## config.mk

```make
export PLATFORM = sky130hd
export DESIGN_NAME = mawds_div
export DESIGN_NICKNAME = d
export VERILOG_FILES = /design/src/hw/rtl/mawds_pkg.sv /design/src/hw/rtl/mawds_div.sv
export SDC_FILE = /design/constraint.sdc
export NUM_CORES = 1
export LEC_CHECK = 0
export BUFFER_PORTS_ARGS = -buffer_cell sky130_fd_sc_hd__buf_2
export CORE_AREA = 3 3 201 125
export DETAILED_ROUTE_END_ITERATION = 8
export DIE_AREA = 0 0 204 128
export PLACE_DENSITY = 0.69
export REMOVE_ABC_BUFFERS = 1
export SLEW_MARGIN = 20
export SYNTH_ARGS = -nofsm -noshare
export SYNTH_HDL_FRONTEND = slang
export SYNTH_SLANG_ARGS = --single-unit
```

## constraint.sdc

```tcl
create_clock -name clk -period 11.05 [get_ports clk]
set_clock_uncertainty 0.2 [all_clocks]
set_input_delay 1.105 -clock clk [delete_from_list [all_inputs] [get_ports clk]]
set_output_delay 1.105 -clock clk [all_outputs]
set_load 0.05 [all_outputs]
```

## src/hw/rtl/mawds_pkg.sv

```systemverilog
// Shared types, register codes and helpers of the mip level downsampler.
`timescale 1ns / 1ps
`default_nettype none
package mawds_pkg;

	localparam int unsigned CFG_W = 11;
	localparam int unsigned MAX_WIDTH_DEF = 1024;

	typedef enum logic [1:0] {
		REG_SOURCE_WIDTH   = 2'd0,
		REG_SOURCE_HEIGHT  = 2'd1,
		REG_ALPHA_WEIGHTED = 2'd2
	} cfg_reg_t;

	// sums over a horizontal pair: 87 bits, one line store entry
	typedef struct packed {
		logic [3:0][8:0]  sum;
		logic [2:0][16:0] wsum;
	} pair_sums_t;

	// sums over a full block
	typedef struct packed {
		logic [3:0][9:0]  sum;
		logic [2:0][17:0] wsum;
	} block_sums_t;

	typedef logic [2:0][18:0] dividend_t;
	typedef logic [2:0][7:0]  quot_t;

	function automatic logic [CFG_W-1:0] pow2_floor(input logic [CFG_W-1:0] v);
		logic [CFG_W-1:0] r;
		r = CFG_W'(1);
		for (int i = 0; i < CFG_W; i++) begin
			if (v[i]) begin
				r = CFG_W'(1) << i;
			end
		end
		return r;
	endfunction

	function automatic block_sums_t widen(input pair_sums_t p);
		block_sums_t b;
		for (int c = 0; c < 4; c++) begin
			b.sum[c] = {1'b0, p.sum[c]};
		end
		for (int c = 0; c < 3; c++) begin
			b.wsum[c] = {1'b0, p.wsum[c]};
		end
		return b;
	endfunction

endpackage
`default_nettype wire

```

## src/hw/rtl/mawds_div.sv

```systemverilog
// Three-lane restoring divider, two quotient bits per cycle, shared divisor.
`timescale 1ns / 1ps
`default_nettype none
module mawds_div (
	input  wire logic                clk,
	input  wire logic                arst_n,
	input  wire logic                start,
	input  wire mawds_pkg::dividend_t dividend,
	input  wire logic [9:0]          divisor,
	output logic                     done,
	output mawds_pkg::quot_t         quot
);
	import mawds_pkg::*;

	dividend_t rem_q, rem_nxt;
	quot_t     quo_q, quo_nxt;
	logic [9:0] div_q;
	logic [1:0] step_q;
	logic       run_q;

	always_comb begin
		logic [18:0] r;
		logic [18:0] d;
		logic [2:0]  b;
		rem_nxt = rem_q;
		quo_nxt = quo_q;
		for (int ch = 0; ch < 3; ch++) begin
			r = rem_q[ch];
			for (int j = 0; j < 2; j++) begin
				b = {step_q, (j == 0) ? 1'b1 : 1'b0};
				d = 19'(div_q) << b;
				if (r >= d) begin
					r = r - d;
					quo_nxt[ch][b] = 1'b1;
				end
			end
			rem_nxt[ch] = r;
		end
	end

	assign done = run_q && (step_q == 2'd0);
	assign quot = quo_nxt;

	always_ff @(posedge clk or negedge arst_n) begin
		if (!arst_n) begin
			run_q  <= 1'b0;
			step_q <= 2'd0;
		end else if (start) begin
			run_q  <= 1'b1;
			step_q <= 2'd3;
		end else if (run_q) begin
			step_q <= step_q - 2'd1;
			if (step_q == 2'd0) begin
				run_q <= 1'b0;
			end
		end
	end

	always_ff @(posedge clk) begin
		if (start) begin
			rem_q <= dividend;
			quo_q <= '0;
			div_q <= divisor;
		end else if (run_q) begin
			rem_q <= rem_nxt;
			quo_q <= quo_nxt;
		end
	end
endmodule
`default_nettype wire

```

==> impl_metrics.csv, run 1 <==
group,metric,value,unit
layout,diodes,0,
logic_synthesis,syn_area,10500,µm²
timing,fmaxAchievable,113,MHz
global_route,overflow,0,
logic_synthesis,ys_top_cells_by_area,"edfxtp_1 (19%), ha_1 (12%), a21oi_1 (6.5%)",
cts,clkSinkCount,94,
die,die_h,128,µm
cts,postCtsHoldBufs,0,
timing,min_period,8.83,ns
placement,place_congestion,0.979,
global_route,grt_max_degree,84,
die,die_w,204,µm
timing,slew_headroom,31.6,%
logic_synthesis,synth_edf_count,67,
logic_synthesis,synth_most_common_cell,"a21oi_1",
logic_synthesis,async_flop_share,3.19,%
timing,fin_tns_setup,0,ns
global_route,grt_first_pass_wirelength,55200,µm
logic_synthesis,ys.flop_type,"edfxtp_1",
die,boundaryPins,95,
cts,htreeDepth,3,
timing,final-setup-viol-count,0,
timing,rsz0062_at_grt,"false",
timing,drv_slew,0,
critical_path,required,9.75,ns
route,dr.pass1.iters,6,
cts,cts_resized,0,
cts,clkLatencyLatePin,0.38,ns
logic_synthesis,syn_avg_cell_area,8.09,µm²
cts,cts_buffers,9,
timing,finalHoldViolations,0,
cts,cts_tree,"built",
cts,cts_setup_buffers,0,
critical_path,ff2ff_setup_slack,3.53,ns
critical_path,worst_setup_path_start_kind,"register",
route,via_per_inst,6.22,
global_route,grt_usage,27.2,%
logic_synthesis,yosys.area.top_type_share,19.3,%
logic_synthesis,ys_ff_latch,94,
placement,buffer_ports.inserted,94,
route,drc,0,
die,initial_utilization,45.3,%
placement,place_hpwl,26800,µm
hold_path,min_path_type,"reg -> reg",
timing,min_period_over_period,79.9,%
critical_path,critical_path_class,"reg -> out",
layout,area_growth,9.78,%
cts,cts.path.max_buffers,2,
logic_synthesis,synthCells,1291,
logic_synthesis,yosys.area.top_type,"edfxtp_1",
logic_synthesis,ys_types,84,
route,wl,35600,µm
critical_path,end_kind,"output pin",
route,dr_total_vias,10400,
cts,cts_root_buffer,"clkbuf_16",
logic_synthesis,yosysWarnings,0,
die,rows,43,
global_route,antenna_found_initial,3,
critical_path,arrival,7.52,ns
cts,cts.clk_slew.worst_paths,0.08,ns
die,coreArea,23100,µm²
logic_synthesis,yosys-top-cells-count,"a21oi_1 (136), nor2_1 (130), nand2_1 (110)",
flow_run,maxCapViolations,0,
run_status,status,"complete, no violations",
layout,drive_above_1_share,13.0,%
timing,worst_pin_slew,1.03,ns
route,post_drt_wl_per_cell,21.3,µm
die,die_area,26100,µm²
route,drtIter0Drc,1474,
global_route,grt_pass1_vias,9471,
logic_synthesis,synth_seq_area_share,24.6,%
critical_path,reg2regPathDepth,17,
layout,nNetsFinal,1527,
critical_path,path_max_fanout,27,
hold_path,min_delay_path_depth,2,
route,ant_nets,0,
-- layout make-up --
| cell class | count | area [µm²] |
|---|---|---|
| multi-input combinational | 1095 | 7460 |
| sequential | 94 | 2570 |
| inverter | 39 | 146 |
| clock buffer | 9 | 225 |
| tap | 315 | 394 |
| fill | 2203 | 11600 |
| clock inverter | 7 | 73.8 |
| timing repair buffer | 112 | 608 |
-- worst max-delay path, stage by stage (launching register included) --
cell and delay, ns:
dfrtp_1 0.74, mux2_2 0.28, nand2_1 0.38, ha_1 0.63, nand2_1 0.08, o21ai_0 0.39
a41oi_1 0.09, o21ai_0 0.34, or2_2 0.59, mux2_2 0.42, ha_1 0.40, nand4_1 0.16
nor2_1 0.08, a31oi_1 0.31, o311a_1 0.23, a21boi_1 0.77, nand2_1 0.68, a21o_1 0.34
buf_2 0.21
-- per-layer routing --
metal | GRT usage, % | vias up | share of wire (%)
li1 | - | 4962 | -
met1 | 43.1 | 4800 | 50
met2 | 33.2 | 580 | 35
met3 | 11.2 | 49 | 14
met4 | 4.49 | 8 | 1.4
met5 | 2.44 | - | 0.37
-- sequential cells by signal (all words and copies together), names as in the netlist --
name	count
run_q	1
step_q	2
quo_q	24
div_q	10
rem_q	57
-- final timing paths --
| path | startpoint | end |
|---|---|---|
| worst max-delay path | step_q[0]$_DFFE_PN0P_ | quot[14] |
| worst min register to register | quo_q[8]$_SDFFE_PP0P_ | quo_q[8]$_SDFFE_PP0P_ |
| worst max register to register | step_q[0]$_DFFE_PN0P_ | rem_q[28]$_DFFE_PP_ |
| worst min-delay path | quo_q[8]$_SDFFE_PP0P_ | quo_q[8]$_SDFFE_PP0P_ |
| min in group asynchronous | arst_n | run_q$_DFF_PN0_ |
| max in group asynchronous | arst_n | step_q[0]$_DFFE_PN0P_ |
-- layout by cell type, fill, tap and decap left out, types with 18 or more instances in the layout --
cell type and n:
a21o_1 66, a21oi_1 136, a31oi_1 30, and3_1 18, buf_2 93, buf_4 19
dfxtp_1 24, edfxtp_1 67, ha_1 103, inv_1 38, mux2_2 18, mux2i_1 19
nand2_1 109, nand3_1 29, nand4_1 18, nor2_1 130, nor3_1 31, o21ai_0 75
xnor2_1 46, xor2_1 32
-- through the flow --
| stage | cell area, µm² | util [%] | hold slack (ns) | setup WS, ns | std cells |
|---|---|---|---|---|---|
| 6_report | 11500 | 49.7 | 0.258 | 2.22 | 1671 |
| 5_1_grt | 11500 | 49.7 | 0.278 | 1.86 | 1671 |
| 4_1_cts | 11500 | 49.7 | 0.256 | 2.50 | 1671 |
| 3_5_place_dp | 11200 | 48.4 | 0.243 | 2.93 | 1655 |
| 3_3_place_gp | 11200 | 48.4 | 0.242 | 3.12 | 1655 |
| 2_1_floorplan | 10200 | - | 0.220 | 3.29 | 1228 |
-- cells by family (layout without fill, tap and decap cells) --
logic type | Yosys count | after routing | synth area share, %
adders and majority gates | 106 | 106 | 12.9
buffers and inverters | 102 | 167 | 4.09
xor gates and xnor gates | 78 | 78 | 6.54
muxes | 37 | 37 | 3.76
DFF | 94 | 94 | 24.6
AOI/OAI and AO/OA | 455 | 455 | 29.1
and+or+nand+nor | 419 | 419 | 19.0
Power of run 1 is not shown: default switching activity piles up to over one toggle a cycle in this logic, so the estimate is an artifact.
==> run 2, diff against run 1 <==
Clock period 11.05 ns to 8.9 ns, I/O delays scaled along.
==> run 2 against run 1 <==
Compared with the run above:
- die area unchanged
- critical path depth rose by 2
- sequential share of layout area shrank 0.17 points
- non-clock buffer count up 9
- global-route usage up 0.24 points
- via count rose by 0.52%
- flip-flop and latch count is the same
- final area rose by 0.83%
- hold slack worse by 0.16 ns
- core utilization rose by 0.41 points
- largest cell class unchanged
- register-to-register slack got worse by 2.2 ns
- clock-buffer cell count did not move
==> impl_metrics.csv, run 2 (synthesized netlist as in run 1, its figures left out) <==
group,metric,value,unit
layout,layout_commonest_cell,"a21oi_1",
critical_path,critical_path_class,"reg -> out",
route,dr_total_vias,10500,
global_route,grt_pass1_vias,9481,
timing,final-setup-viol-count,0,
cts,cts_buffers,9,
layout,diodes,0,
die,die_h,128,µm
global_route,antenna_found_initial,2,
route,ant_nets,0,
die,initial_utilization,45.3,%
timing,slew_headroom,31.6,%
die,coreArea,23100,µm²
route,drtIter0Drc,1210,
hold_path,min_path_type,"in -> async",
layout,fill_cells,2234,
layout,final_cells,1680,
global_route,grt_max_degree,85,
timing,fin_tns_setup,0,ns
global_route,grt_usage,27.4,%
placement,place_inst,1664,
cts,cts.clk_slew.worst_paths,0.09,ns
die,die_w,204,µm
route,dr.pass1.iters,6,
layout,top_register,"rem_q",
layout,drive_above_1_share,13.8,%
cts,cts_tree,"built",
placement,place_congestion,1.01,
placement,place_hpwl,27800,µm
layout,area_growth,10.7,%
cts,htreeDepth,3,
flow_run,maxCapViolations,0,
run_status,status,"complete, no violations",
cts,cts_root_buffer,"clkbuf_16",
layout,layout_common_cells,"a21oi_1 (136), nor2_1 (130), nand2_1 (109), ha_1 (103), buf_2 (93)",
global_route,overflow,0,
timing,fmaxAchievable,118,MHz
layout,nNetsFinal,1536,
global_route,gr-usage-met3,7.69,%
critical_path,worst_setup_path_start_kind,"register",
timing,rsz0062_at_grt,"false",
timing,holdWs,0.0980,ns
route,wl,35800,µm
route,via_per_inst,6.22,
cts,cts_resized,0,
timing,finalHoldViolations,0,
global_route,grtUsageMet1,45.4,%
die,rows,43,
cts,cts.path.max_buffers,2,
cts,clkSinkCount,94,
timing,min_period,8.50,ns
route,drc,0,
global_route,grt_first_pass_wirelength,55800,µm
cts,clkLatencyLatePin,0.38,ns
cts,cts_setup_buffers,0,
layout,reg.largest.list,"rem_q (57), quo_q (24), div_q (10)",
cts,postCtsHoldBufs,0,
global_route,gr-usage-met2,33.8,%
route,post_drt_wl_per_cell,21.3,µm
die,die_area,26100,µm²
critical_path,required,7.81,ns
timing,min_period_over_period,95.5,%
timing,drv_slew,0,
critical_path,arrival,7.41,ns
critical_path,end_kind,"output pin",
placement,buffer_ports.inserted,94,
layout,largest_register_ffs,57,
critical_path,path_max_fanout,18,
global_route,top_usage_layer,"met1",
die,boundaryPins,95,
timing,worst_pin_slew,1.02,ns
==> run 2: through the flow <==
stage	instance area, µm²	setup slack [ns]	utilization [%]
floorplan	10200	1.35	-
global placement	11200	0.718	48.7
detailed placement	11200	0.493	48.7
CTS	11600	0.0632	50.1
global route	11600	0.0521	50.1
finish	11600	0.401	50.1
==> run 2: path summary, 6_finish.rpt <==
path | cells past startpoint | endpoint | slack [ns] | startpoint
worst min-delay path | 1 | run_q$_DFF_PN0_ | 0.1 | arst_n
worst min register to register | 2 | quo_q[10]$_SDFFE_PP0P_ | 0.27 | quo_q[10]$_SDFFE_PP0P_
max in group asynchronous | 1 | step_q[0]$_DFFE_PN0P_ | 8.25 | arst_n
worst max register to register | 20 | rem_q[42]$_DFFE_PP_ | 1.38 | step_q[0]$_DFFE_PN0P_
worst max-delay path | 20 | quot[20] | 0.40 | step_q[0]$_DFFE_PN0P_
min in group clk | 2 | quo_q[10]$_SDFFE_PP0P_ | 0.27 | quo_q[10]$_SDFFE_PP0P_
==> run 2: area by class of cell <==
| class | count | area [µm²] | area share [%] |
|---|---|---|---|
| Multi-Input combinational cell | 1095 | 7470 | 64.6 |
| Timing Repair Buffer | 121 | 676 | 5.84 |
| Clock inverter | 7 | 88.8 | 0.768 |
| Tap cell | 315 | 394 | 3.41 |
| Clock buffer | 9 | 225 | 1.95 |
| Inverter | 39 | 146 | 1.27 |
| Sequential cell | 94 | 2570 | 22.2 |
==> run 2: layer usage <==
| layer | share of wire, % | wire length, µm |
|---|---|---|
| met5 | 0.17 | 61 |
| met4 | 1.2 | 420 |
| met3 | 13 | 4520 |
| met2 | 36 | 12700 |
| met1 | 50 | 18100 |
==> run 2: worst max-delay path, cell delays in order, from the launching register on <==
cell and delay (ns):
dfrtp_2 0.58, mux2_2 0.41, a22oi_2 0.43, ha_1 0.44, a21oi_2 0.31, o21ai_0 0.15
a31oi_1 0.25, o211ai_1 0.45, buf_4 0.35, o21ai_0 0.39, inv_1 0.09, ha_1 0.32
nor2b_1 0.15, o2111ai_1 0.28, a211oi_1 0.17, o32ai_2 0.41, o21ai_0 0.16, and2_1 0.22
or4_2 0.97, a21o_1 0.29, buf_2 0.20
Power of run 2 is left out for the same reason.
